===== config.mk =====
export PLATFORM = sky130hd
export DESIGN_NAME = rrf_queue
export DESIGN_NICKNAME = d
export VERILOG_FILES = /design/src/hdl/rrf_pkg.sv /design/src/hdl/rrf_queue.sv
export SDC_FILE = /design/constraint.sdc
export NUM_CORES = 1
export LEC_CHECK = 0
export CAP_MARGIN = 20
export CORE_MARGIN = 10
export CORE_UTILIZATION = 58
export CTS_BUF_LIST = sky130_fd_sc_hd__clkbuf_8
export DETAILED_ROUTE_END_ITERATION = 10
export DONT_BUFFER_PORTS = 1
export PLACE_DENSITY = 0.81
export SLEW_MARGIN = 30
export SYNTH_ARGS = -nofsm -noshare
export SYNTH_HDL_FRONTEND = slang
export SYNTH_SLANG_ARGS = --single-unit

===== constraint.sdc =====
create_clock -name clk -period 5 [get_ports clk]
set_input_delay 1.25 -clock clk [delete_from_list [all_inputs] [get_ports clk]]
set_output_delay 1.25 -clock clk [all_outputs]
set_load 0.02 [all_outputs]

===== src/hdl/rrf_pkg.sv =====
package rrf_pkg;

  localparam int MAX_WIDTH_DEF   = 1024;
  localparam int SAMPLE_BITS_DEF = 16;
  localparam int QUEUE_DEPTH     = 4;
  localparam int APB_ADDR_BITS   = 5;

  // floor(x / 3) = (x * DIV3_MUL) >> DIV3_SHIFT for x < 2**19
  localparam int DIV3_MUL      = 349526;
  localparam int DIV3_MUL_BITS = 19;
  localparam int DIV3_SHIFT    = 20;

  localparam logic [15:0] MAX_LEVEL_RST = 16'd255;
  localparam logic [10:0] ROW_WIDTH_RST = 11'd1024;

  typedef enum logic [2:0] {
    REG_MAX_LEVEL = 3'd0,
    REG_ROW_WIDTH = 3'd1,
    REG_GREY      = 3'd2,
    REG_MIRROR    = 3'd3,
    REG_INVERT    = 3'd4,
    REG_ZERO      = 3'd5
  } reg_index_t;

  typedef struct packed {
    logic [15:0] max_level;
    logic [10:0] row_width;
    logic        grey_enable;
    logic        mirror_enable;
    logic [2:0]  invert_mask;
    logic [2:0]  zero_mask;
  } cfg_t;

  typedef struct packed {
    logic has_result;
    logic use_mem;
    logic wr;
    logic last;
  } ctrl_t;

endpackage


===== src/hdl/rrf_queue.sv =====
module rrf_queue #(
  parameter int WIDTH = 8,
  parameter int DEPTH = rrf_pkg::QUEUE_DEPTH
) (
  input  logic             clk,
  input  logic             rst,
  input  logic             push,
  input  logic [WIDTH-1:0] din,
  output logic             full,
  input  logic             pop,
  output logic             valid,
  output logic [WIDTH-1:0] dout
);

  localparam int PW = $clog2(DEPTH);
  localparam int NW = $clog2(DEPTH + 1);

  logic [WIDTH-1:0] slot [0:DEPTH-1];
  logic [PW-1:0]    wr_ptr, rd_ptr;
  logic [NW-1:0]    count;
  logic             do_push, do_pop;

  assign full    = count == NW'(DEPTH);
  assign valid   = count != '0;
  assign dout    = slot[rd_ptr];
  assign do_push = push && !full;
  assign do_pop  = pop && valid;

  always_ff @(posedge clk) begin
    if (do_push) begin
      slot[wr_ptr] <= din;
    end
  end

  always_ff @(posedge clk) begin
    if (rst) begin
      wr_ptr <= '0;
      rd_ptr <= '0;
      count  <= '0;
    end else begin
      if (do_push) begin
        wr_ptr <= (wr_ptr == PW'(DEPTH - 1)) ? '0 : wr_ptr + PW'(1);
      end
      if (do_pop) begin
        rd_ptr <= (rd_ptr == PW'(DEPTH - 1)) ? '0 : rd_ptr + PW'(1);
      end
      if (do_push && !do_pop) begin
        count <= count + NW'(1);
      end else if (do_pop && !do_push) begin
        count <= count - NW'(1);
      end
    end
  end

endmodule


After elaboration in Yosys (flattened, before gate mapping)

Memories as Yosys holds them, arrays and structs flattened. A register that Yosys moved wholly into a read port is not among the register bits.
Index checks and enable logic that the tools add are counted.

Multiplexer cells: 8
Add/subtract/negate cells: 4
Reductions and logical operators: 9
Equal/unequal tests: 3

Operators by type and width:

| operator                                                            | count |
|---|---|
| 2-bit two-way mux                                                   | 4 |
| 3-bit two-way mux                                                   | 2 |
| 2-bit by 1-bit adder with 2-bit output (second input constant)      | 2 |
| 2-bit equality test (second input constant)                         | 2 |
| 1-bit logical AND                                                   | 4 |
| 3-bit by 1-bit adder with 3-bit output (second input constant)      | 1 |
| 3-bit equality test (second input constant)                         | 1 |
| 1-bit logical NOT                                                   | 3 |
| 3-bit nonzero test                                                  | 1 |
| 3-bit by 1-bit subtractor with 3-bit output (second input constant) | 1 |
| 1-bit two-way mux                                                   | 2 |
| 2-bit nonzero test                                                  | 1 |

Word-level logic and storage cells: 28
Bits in registers: 7
Input port bits: 12
Memories: 1
Output and inout port bits: 10
Bits in writable memories: 32

Memories:

| memory | depth | bits a word | read ports | clocked after memory_dff | write ports | RTL line        | RTL |
|---|---|---|---|---|---|---|---|
| slot   | 4     | 8           | 1          | 1                        | 1           | rrf_queue.sv:18 | `logic [WIDTH-1:0] slot [0:DEPTH-1];` |

Logic depth before layout (Yosys ltp)

Word-level depth: 7
Mapped depth: 10
Gate-level depth less buffers: 9

Least setup slack after synthesis

OpenSTA, ideal clock, no wires.

Kind: input port to flip-flop
From: input push
To: register count[2]
Required time: 4.930 ns
Cell stages on the path: 8
Slack: 2.247 ns
Arrival: 2.683 ns
Cell sequence: inv_1 -> nor2_2 -> ha_1 -> inv_1 -> fa_1 -> xor2_1 -> or3_2 -> a21oi_1

Longest elaborated chain between the ends: 4
Elaborated cells between the ends (all ways): 6
Those cells by class: 1 x mux; 5 x reduce/logical

Ends and longest elaborated chain:

| what                                | RTL line        | RTL |
|---|---|---|
| start: declaration                  | rrf_queue.sv:7  | `input logic push,` |
| 1-bit logical AND (*)               | rrf_queue.sv:26 | `assign do_push = push && !full;` |
| via do_push                         | rrf_queue.sv:21 | `logic do_push, do_pop;` |
| 1-bit logical NOT                   | rrf_queue.sv:49 | `end else if (do_pop && !do_push) begin` |
| 1-bit logical AND                   | rrf_queue.sv:49 |  |
| 2-bit nonzero test (no source line) | --              |  |
| end signal: assignment              | rrf_queue.sv:48 | `count <= count + NW'(1);` |
| end signal: assignment              | rrf_queue.sv:50 | `count <= count - NW'(1);` |
| end: declaration                    | rrf_queue.sv:20 | `logic [NW-1:0] count;` |

The timed path passes the listed nets; every way through them passes the cells marked *.
A chain may end at the register's enable or synchronous reset.

==> reports/summary.log <==
qor: run_status.result_of_the_run completed
qor: logic_synthesis.syn_avg_cell_area 17.9 um^2
qor: drt.drc 0
qor: global_route.antenna_found_initial 0
qor: critical_path.worst-r2r-cell-count 9
qor: pwr.fin_total_pwr 918 uW
qor: sta.whs 0.500 ns
qor: pwr.power_switching_share 28.8%
qor: floorplan.fp-row-count 19
qor: cts.htree_num_levels 2
qor: pwr.total_switching_power 264 uW
qor: critical_path.cp_top_family flip-flops
qor: min_path.hold_start rd_ptr[0]$_SDFFE_PP0P_
qor: cts.cts_tree done
qor: global_route.grt_start_max_net_pins 15
qor: sta.period_minus_slack 2.88 ns
qor: global_route.grt.total_usage 9.41%
qor: critical_path.cp-start-kind flop
qor: cts.clock-root-buffer clkbuf_8
qor: sta.timing.max_slew.rel_slack 63.3%
qor: cts.clock-sinks 41
qor: drt.initialDrtViolationCount 52
qor: critical_path.reg2reg_setup_slack 2.59 ns
qor: place.placedInstanceArea 1660 um^2
qor: sta.setup_viol 0
qor: floorplan.floorplan.initialDensity 60.3%
qor: final_layout.nets 114
qor: drt.drt-vias-per-instance 5.88
qor: critical_path.required 3.75 ns
qor: sta.finalHoldViolations 0
qor: sta.report.final.slew_viol_count 0
qor: critical_path.worstPathArrival 1.63 ns
qor: cts.cts_hold_repair.buffers 0
qor: global_route.globalRoute.totalOverflow 0
qor: logic_synthesis.syn-instance-count 92
qor: pwr.power.clock.fraction 28.1%
qor: global_route.grt_pass1_vias 775
qor: sta.slew_worst_pin 0.549 ns
qor: critical_path.crit_slowest_cell dfxtp_1
qor: cts.cts.repair.resized 0
qor: final_layout.layout-drive-gt1-share 27.1%
qor: sta.achievable-frequency 348 MHz
qor: sta.finalWorstSetupSlack 2.12 ns
qor: drt.drtAntennaViolNets 0
qor: drt.detail_route.wl_per_cell 18.6 um
qor: final_layout.layout.cells.most_common edfxtp_1
qor: pwr.flop_pwr_share 49.7%
qor: cts.cts_inserted_buffers 5
qor: sta.timing.setup.tns 0 ns
qor: final_layout.antenna_cells 0
qor: pwr.logic_pwr_share 22.3%
qor: critical_path.end_kind output pin
qor: floorplan.floorplan.die_area 5370 um^2
qor: min_path.worstHoldPathCells 2
qor: critical_path.crit_path_max_fanout 8
qor: min_path.hp-class reg -> reg
qor: place.buffer_ports.inserted 0
qor: logic_synthesis.post_synth_instance_area 1650 um^2
qor: drt.wirelength_routed 2.36 mm
qor: cts.clock_insertion_delay_worst_skew 0.29 ns
qor: pwr.vdd.ir_drop.worst 425 uV
qor: cts.cts.clk_slew.worst_paths 0.07 ns
qor: cts.clock_path_buffers 2
qor: pwr.static-leakage-power 0.000619 uW
qor: drt.route.vias.total 747
qor: critical_path.crit_chain mux4_2
qor: job.drv_cap 0
qor: critical_path.worst_r2r_startpoint count[0]$_SDFFE_PP0P_
qor: final_layout.finalInstanceArea 1780 um^2
qor: sta.post-route-period-util 57.5%
qor: place.hpwl 1.73 mm
qor: min_path.min_to rd_ptr[0]$_SDFFE_PP0P_
qor: final_layout.layout-area-overhead-vs-synth 7.90%
qor: sta.setup_repair_after_global_routing_missed_its_margin no
qor: logic_synthesis.ys_seq_elements 41
qor: global_route.global_route_wire_length_before_repair 3.77 mm
qor: logic_synthesis.number_of_nets_in_the_synthesized_netlist 111
qor: critical_path.path_buf_inv 0
qor: floorplan.die_h 73.3 um
qor: place.gpl.final_weighted_congestion 0.709
qor: sta.fin_worst_skew 0.00766 ns
qor: critical_path.r2r-end count[2]$_SDFFE_PP0P_
qor: cts.buffers_inserted_by_post_cts_timing_repair 0
qor: logic_synthesis.distinct_cell_type_count_after_synthesis 26
qor: floorplan.die_width 73.3 um
qor: place.place_worst_setup_slack 2.17 ns
qor: floorplan.design.portCount 22
qor: critical_path.critical_path.max_stage_delay 0.67 ns
qor: critical_path.critPathKind reg -> out
qor: final_layout.layout_common_cells edfxtp_1 (32), dfxtp_1 (9), mux4_2 (8)
qor: floorplan.coreArea 2730 um^2
qor: logic_synthesis.yosysSeqAreaShare 69.2%
qor: pwr.p_int 654 uW
qor: logic_synthesis.yosysWarnings 0
qor: drt.first_pass_iters 4
qor: pwr.power.density 516 nW/um^2
## layout make-up
class | count | area [um^2]
Inverter | 5 | 23.8
Clock inverter | 3 | 46.3
Fill cell | 169 | 956
Tap cell | 31 | 38.8
Clock buffer | 5 | 68.8
Multi-Input combinational cell | 42 | 459
Sequential cell | 41 | 1140
## Yosys cell counts (all sizes together)
cell	instances	area share [%]
or3	3	1.3
and3	4	1.8
mux2i	2	1.2
a21oi	3	0.91
o31ai	2	1.5
fa	1	1.2
buf	3	1.2
nor3	1	0.30
edfxtp	32	58
nand2	1	0.23
dfxtp	9	11
mux4	8	11
nor2	4	1.1
o21ai	2	0.61
or3b	1	0.53
clkbuf	1	0.23
ha	6	4.6
inv	4	0.91
clkinv	1	0.53
nand3	2	0.61
xor2	2	1.1
## sequential cells by signal, summed over array words and instances, names as in the netlist, named ones only
name    flops
rd_ptr      2
wr_ptr      2
slot       32
count       3
## stage by stage
stage	instances	util [%]
floorplan	92	-
global placement	119	60.8
detailed placement	119	60.8
CTS	127	65.0
global route	127	65.0
finish	127	65.0
## power groups by stage
stage | Sequential (uW) | Clock [uW] | Combinational (uW)
6_report | 456 | 258 | 204
5_1_grt | 465 | 280 | 226
4_1_cts | 458 | 265 | 209
3_5_place_dp | 466 | 0 | 208
3_3_place_gp | 462 | 0 | 203
2_1_floorplan | 441 | 0 | 202
## per-layer routing
layer / up-vias / routed length (um) / GRT usage (%)
li1: 358 / - / -
met1: 363 / 886 / 9.76
met2: 21 / 1190 / 15.2
met3: 5 / 247 / 5.25
met4: 0 / 29 / 4.35
met5: - / 0 / 0
## worst max-delay path by stage
stage / to / slack (ns) / depth (start not counted)
finish: dout[3] / 2.12 / 1
global route: dout[3] / 1.99 / 1
CTS: dout[3] / 2.07 / 1
detailed placement: count[2]$_SDFFE_PP0P_ / 2.17 / 8
global placement: count[2]$_SDFFE_PP0P_ / 2.22 / 8
floorplan: count[2]$_SDFFE_PP0P_ / 2.25 / 8
## logic make-up after synthesis
group	after synthesis	share of synthesized area [%]
muxes	10	12.1
adders and majority gates	7	5.77
DFF	41	69.2
and+or+nand+nor	16	5.85
buffers and inverters	9	2.88
xor gates and xnor gates	2	1.06
AOI/OAI and AO/OA	7	3.04
Note: power is estimated with default switching activity, not from simulation.
