**src/hdl/rrf_pkg.sv**
```systemverilog
package rrf_pkg;

  localparam int MAX_WIDTH_DEF   = 1024;
  localparam int SAMPLE_BITS_DEF = 16;
  localparam int QUEUE_DEPTH     = 4;
  localparam int APB_ADDR_BITS   = 5;

  // floor(x / 3) = (x * DIV3_MUL) >> DIV3_SHIFT for x < 2**19
  localparam int DIV3_MUL      = 349526;
  localparam int DIV3_MUL_BITS = 19;
  localparam int DIV3_SHIFT    = 20;

  localparam logic [15:0] MAX_LEVEL_RST = 16'd255;
  localparam logic [10:0] ROW_WIDTH_RST = 11'd1024;

  typedef enum logic [2:0] {
    REG_MAX_LEVEL = 3'd0,
    REG_ROW_WIDTH = 3'd1,
    REG_GREY      = 3'd2,
    REG_MIRROR    = 3'd3,
    REG_INVERT    = 3'd4,
    REG_ZERO      = 3'd5
  } reg_index_t;

  typedef struct packed {
    logic [15:0] max_level;
    logic [10:0] row_width;
    logic        grey_enable;
    logic        mirror_enable;
    logic [2:0]  invert_mask;
    logic [2:0]  zero_mask;
  } cfg_t;

  typedef struct packed {
    logic has_result;
    logic use_mem;
    logic wr;
    logic last;
  } ctrl_t;

endpackage

```
**src/hdl/rrf_front.sv**
```systemverilog
module rrf_front #(
  parameter int MAX_WIDTH   = rrf_pkg::MAX_WIDTH_DEF,
  parameter int SAMPLE_BITS = rrf_pkg::SAMPLE_BITS_DEF,
  localparam int CW = $clog2(MAX_WIDTH),
  localparam int AW = CW + 1
) (
  input  logic                     clk,
  input  logic                     rst,
  input  rrf_pkg::cfg_t            cfg,
  input  logic                     in_valid,
  output logic                     in_ready,
  input  logic                     action,
  input  logic [15:0]              red_in,
  input  logic [15:0]              green_in,
  input  logic [15:0]              blue_in,
  output logic                     push,
  input  logic                     full,
  output rrf_pkg::ctrl_t           push_ctrl,
  output logic [AW-1:0]            push_waddr,
  output logic [AW-1:0]            push_raddr,
  output logic [3*SAMPLE_BITS-1:0] push_px
);

  localparam int WW = ($clog2(MAX_WIDTH + 1) > 11) ? $clog2(MAX_WIDTH + 1) : 11;
  localparam int SB = SAMPLE_BITS;

  logic [CW-1:0] col, col_next;
  logic          bank, bank_next;
  logic          prev, prev_next;

  logic [WW-1:0] rw_ext, eff_w, col_ext;
  logic          row_end;
  logic [CW-1:0] rev, col_adv;
  logic          accept;

  always_comb begin
    rw_ext = WW'(cfg.row_width);
    if (rw_ext == '0) begin
      eff_w = WW'(1);
    end else if (rw_ext > WW'(MAX_WIDTH)) begin
      eff_w = WW'(MAX_WIDTH);
    end else begin
      eff_w = rw_ext;
    end
    col_ext = WW'(col);
    row_end = (col_ext + WW'(1)) >= eff_w;
    rev     = (col_ext < eff_w) ? CW'(eff_w - WW'(1) - col_ext) : '0;
    col_adv = row_end ? '0 : col + CW'(1);
  end

  assign in_ready   = !full;
  assign accept     = in_valid && in_ready;
  assign push_waddr = {bank, col};
  assign push_raddr = {~bank, rev};
  assign push_px    = {blue_in[SB-1:0], green_in[SB-1:0], red_in[SB-1:0]};

  always_comb begin
    push      = 1'b0;
    push_ctrl = '0;
    col_next  = col;
    bank_next = bank;
    prev_next = prev;
    if (accept) begin
      if (action) begin
        if (cfg.mirror_enable && prev) begin
          push                 = 1'b1;
          push_ctrl.has_result = 1'b1;
          push_ctrl.use_mem    = 1'b1;
          push_ctrl.last       = row_end;
          col_next             = col_adv;
          if (row_end) begin
            prev_next = 1'b0;
          end
        end
      end else if (!cfg.mirror_enable) begin
        push                 = 1'b1;
        push_ctrl.has_result = 1'b1;
        push_ctrl.last       = row_end;
        col_next             = col_adv;
      end else begin
        push                 = 1'b1;
        push_ctrl.has_result = prev;
        push_ctrl.use_mem    = 1'b1;
        push_ctrl.wr         = 1'b1;
        push_ctrl.last       = row_end;
        col_next             = col_adv;
        if (row_end) begin
          bank_next = ~bank;
          prev_next = 1'b1;
        end
      end
    end
  end

  always_ff @(posedge clk) begin
    if (rst) begin
      col  <= '0;
      bank <= 1'b0;
      prev <= 1'b0;
    end else begin
      col  <= col_next;
      bank <= bank_next;
      prev <= prev_next;
    end
  end

endmodule

```
**config.mk**
```make
export PLATFORM = sky130hd
export DESIGN_NAME = rrf_front
export DESIGN_NICKNAME = d
export VERILOG_FILES = /design/src/hdl/rrf_pkg.sv /design/src/hdl/rrf_front.sv
export SDC_FILE = /design/constraint.sdc
export NUM_CORES = 1
export LEC_CHECK = 0
export BUFFER_PORTS_ARGS = -buffer_cell sky130_fd_sc_hd__buf_2
export CORE_MARGIN = 2
export CORE_UTILIZATION = 37
export CTS_BUF_LIST = sky130_fd_sc_hd__clkbuf_8 sky130_fd_sc_hd__clkbuf_16
export DETAILED_ROUTE_END_ITERATION = 8
export PLACE_DENSITY_LB_ADDON = 0.25
export SLEW_MARGIN = 0
export SYNTH_ARGS = -nofsm -noshare
export SYNTH_HDL_FRONTEND = slang
export SYNTH_SLANG_ARGS = --single-unit
```
**constraint.sdc**
```tcl
create_clock -name clk -period 2.8 [get_ports clk]
set_input_delay 0 -clock clk [delete_from_list [all_inputs] [get_ports clk]]
set_output_delay 0 -clock clk [all_outputs]
set_load 0.02 [all_outputs]
```
# After elaboration in Yosys (flattened, before gate mapping)
# Index checks and enable logic that the tools add are counted.
# totals
reg_bits	12
output_inout_bits	76
inputBits	88
# classes
muxes	22
n_addsub	4
reduce_logical	8
n_lt_le_gt_ge	3
n_bitwise	2
eq_ne	1
# ops
cell	count
10-bit two-way mux	4
11-bit two-way mux	2
1-bit two-way mux	12
10-bit by 1-bit adder with 11-bit output (second input constant)	1
11-bit greater-or-equal comparator	1
11-bit > comparator (second input constant)	1
11-bit logical NOT	1
10-bit by 11-bit < comparator with 1-bit output	1
10-bit by 1-bit adder with 10-bit output (second input constant)	1
10-bit by 1-bit subtractor with 10-bit output (second input constant)	1
10-bit subtractor	1
4-bit AND reduction	2
2-bit two-way mux	3
4-bit two-way mux	1
1-bit logical AND	2
2-bit by 1-bit inequality test with 1-bit output (second input constant)	1
1-bit NOT	2
2-bit AND reduction	1
2-bit nonzero test	1
1-bit logical NOT	1

# Logic depth before layout (Yosys ltp)
# depth
depth_word	7
mapped_depth	11
ltp_nobuf	11

# Worst setup path before layout
# No wires, ideal clock.
# synth_timing
path_kind	reg-to-reg
from	reg col[1]
to	reg bank
synth_period_minus_slack_ns	2.903
setup_time_ns	0.121
path_stages_with_launch	12
path_slack_ns	-0.103
n_path_buf	0
t_arrival_ns	2.782
cell_sequence	dfxtp_1 ha_1 and4_1 nand2_1 nand2_1 nand2_1 ha_1 a21o_1 a221o_1 a311oi_2 nor3_2 mux2_4
# synth_between
elab_chain_len	3
# synth_lines
element	line_no	source
from (decl)	rrf_front.sv:27	logic [CW-1:0] col, col_next;
from (signal assigned)	rrf_front.sv:101	col <= col_next;
10-bit by 1-bit adder with 11-bit output	rrf_front.sv:46	row_end = (col_ext + WW'(1)) >= eff_w;
11-bit greater-or-equal comparator	rrf_front.sv:46	
4-bit AND reduction (no line)	-	
to (signal assigned)	rrf_front.sv:102	bank <= bank_next;
to (decl)	rrf_front.sv:28	logic bank, bank_next;
# No other way between the ends.
# A chain may end at the register's enable or synchronous reset.

==> results.json <==
{
  "grt_max_degree": 14,
  "endpoint_kind": "output port",
  "io_pins": 164,
  "power_density_mw_per_mm2": 268,
  "pre_cts_ws_ps": 3.15,
  "die_area_mm2": 0.00636,
  "die_w_um": 79.8,
  "reg2reg_to": "bank$_SDFFE_PP0P_",
  "critPathCapture": "push_ctrl[0]",
  "leakagePower_uw": 0.00113,
  "fmax_mhz": 372,
  "cts_buffers": 3,
  "grt_pass1_wl_um": 8020,
  "cts_root_buf": "clkbuf_8",
  "critical_path_arrival_ps": 2690,
  "post-route-min-period_ps": 2690,
  "p_total_uw": 621,
  "vias": 1852,
  "wire_per_inst_um": 13.4,
  "busiest_layer": "met2",
  "worstSkewPairLatency_ps": 240,
  "h-tree-depth": 1,
  "stdcell_count": 370,
  "numClockSinks": 12,
  "hpwl_um": 4130,
  "start_util": 0.383,
  "path_max_fanout": 4,
  "rrSetupSlack_ps": 120,
  "fin_area_mm2": 0.00232,
  "final_cell_mix": "buf_2, inv_1, ha_1, nand2_1, buf_4",
  "firstDrtPassIters": 4,
  "drt-initial-drc-count": 49,
  "setup_viol": 0,
  "antenna_found_initial": 0,
  "maxSlewHeadroom": 0.719,
  "diodes": 0,
  "async_flop_share": 0,
  "cts_buffer_depth": 2,
  "postRouteAntennaNets": 0,
  "synth_edf_count": 0,
  "wl_um": 4940,
  "cp-start-kind": "flip-flop",
  "place.gp.congestion": 0.801,
  "skew_ps": 2.14,
  "ys_seq_area_frac": 0.113,
  "cts_hold_buf": 0,
  "syn_inst": 281,
  "hold_slack_ps": 0.00881,
  "clkSlewWorstSetupHoldPaths_ps": 50,
  "cts_tree": "done",
  "die_h_um": 79.8,
  "viasPerCell": 5.01,
  "drc": 0,
  "yosysWarnings": 0,
  "netlist_area_mm2": 0.00212,
  "synth_seq_cells": 12,
  "dp.cells": 366,
  "syn2layout_area_growth_pct": 9.19,
  "tightest_slew_ps": 421,
  "grt_use_total": 0.155,
  "ys_types": 51,
  "r2r_cells": 11,
  "slew_viol_final": 0,
  "timing.rr.start": "col[0]$_SDFFE_PP0P_",
  "design.core.area_mm2": 0.00554,
  "placementRows": 27,
  "use_met2": 0.263,
  "path_class": "flip-flop to output port",
  "crit_chain": "and3_1 > nand3_2 > nor2_2 > xnor2_1 > inv_1 > ha_1 > and3_4 > a221o_1 > a31oi_4 > o21a_1 > nor2_1 > buf_2",
  "grt_overflow_total": 0,
  "grt_pass1_vias": 1713,
  "syn_avg_cell_area_um2": 7.56,
  "fin_crit_sh": 0.960,
  "outcome": "finished, final reports clean",
  "crit_path_top_delay_cell": "dfxtp_2",
  "io_buffers": 44,
  "finalHoldViolCount": 0,
  "final_nets": 419,
  "cp_slowest_stage_delay_ps": 350,
  "worstHoldPathType": "input port to output port",
  "grtUsageMet3": 0.0170,
  "grt_use_met1": 0.208,
  "ir_drop_uv": 216,
  "drive_above_1_share": 0.329,
  "drv_cap": 0,
  "dpl_cell_area_mm2": 0.00222,
  "critPathLaunch": "col[0]$_SDFFE_PP0P_",
  "syn_nets": 400,
  "final_common_cell": "buf_2",
  "setup_ws_ps": 113,
  "required_ps": 2800,
  "ys.flop_type": "dfxtp_1"
}
-- power by group --
group          total, uW  internal [uW]  switching [uW]
Combinational        289            118             171
Sequential           175            173            1.67
Clock                158           94.8            62.7
Total                621            386             236
-- synth_stat cells, drive strengths merged, types with 2 or more instances --
cell     count  area (um^2)
clkbuf       3         11.3
o21a        10         75.1
inv         28          105
xnor2        7         61.3
o21ai        6         33.8
nor4         4         25.0
or3          3         23.8
a21o         6         45.0
nor2        20         75.1
a21oi       13         68.8
o32ai        4         35.0
and2         2         13.8
nor3         6         35.0
xor2         4         35.0
o211ai       3         22.5
ha          30          375
a211o        2         17.5
dfxtp       12          240
buf         50          373
and3         2         17.5
nand3        9         50.1
o2111ai      7         61.3
o31ai        3         27.5
nor2b        4         25.0
nand2       26         97.6
-- cells by family after synthesis --
| logic type | count (synthesis) | share of synthesized area |
|---|---|---|
| adders and majority gates | 31 | 0.186 |
| DFF | 12 | 0.113 |
| and+or+nand+nor | 81 | 0.188 |
| xor gates and xnor gates | 11 | 0.0453 |
| buffers and inverters | 82 | 0.232 |
| AOI/OAI and AO/OA | 63 | 0.229 |
| muxes | 1 | 0.00707 |
-- flip-flops by register name (all words and copies together) (netlist names) --
signal and cells:
col 10, prev 1, bank 1
-- worst min path at each step --
stage / startpoint / to / cells after the start
final: green_in[0] / push_px[16] / 0
after global routing: green_in[6] / push_px[22] / 0
after CTS: red_in[14] / push_px[14] / 0
after detailed placement: red_in[14] / push_px[14] / 0
after global placement: red_in[14] / push_px[14] / 0
after floorplan: action / push_ctrl[1] / 1
-- final cells by class --
type / count / area [um^2]
Clock buffer: 3 / 41.3
Fill cell: 605 / 3220
Inverter: 29 / 109
Multi-Input combinational cell: 187 / 1440
Sequential cell: 12 / 244
Tap cell: 72 / 90.1
Timing Repair Buffer: 67 / 393
-- per-layer routing --
metal,up-vias,share of wire
li1,963,-
met1,837,0.49
met2,46,0.46
met3,6,0.049
met4,0,0.0081
met5,-,0
-- timing repair --
item | in CTS | in global routing
setup endpoints to repair | 0 | 11
buffers inserted | 0 | 1
gates resized for setup | 0 | 13
-- metrics by stage --
stage | utilization | TNS, ps
floorplan | - | 0
global placement | 0.401 | -8.50
finish | 0.419 | 0
CTS | 0.408 | 0
detailed placement | 0.401 | 0
global route | 0.419 | -1.00
-- worst max-delay path, delay by kind of cell, from the launching register on --
family          cells  cell delay (ps)
fa+ha+maj           1              310
buf+inv             2              220
flops               1              350
xor+xnor            1              140
compound gates      3              740
simple gates        5              690
Note: power is estimated with default switching activity, not from simulation.
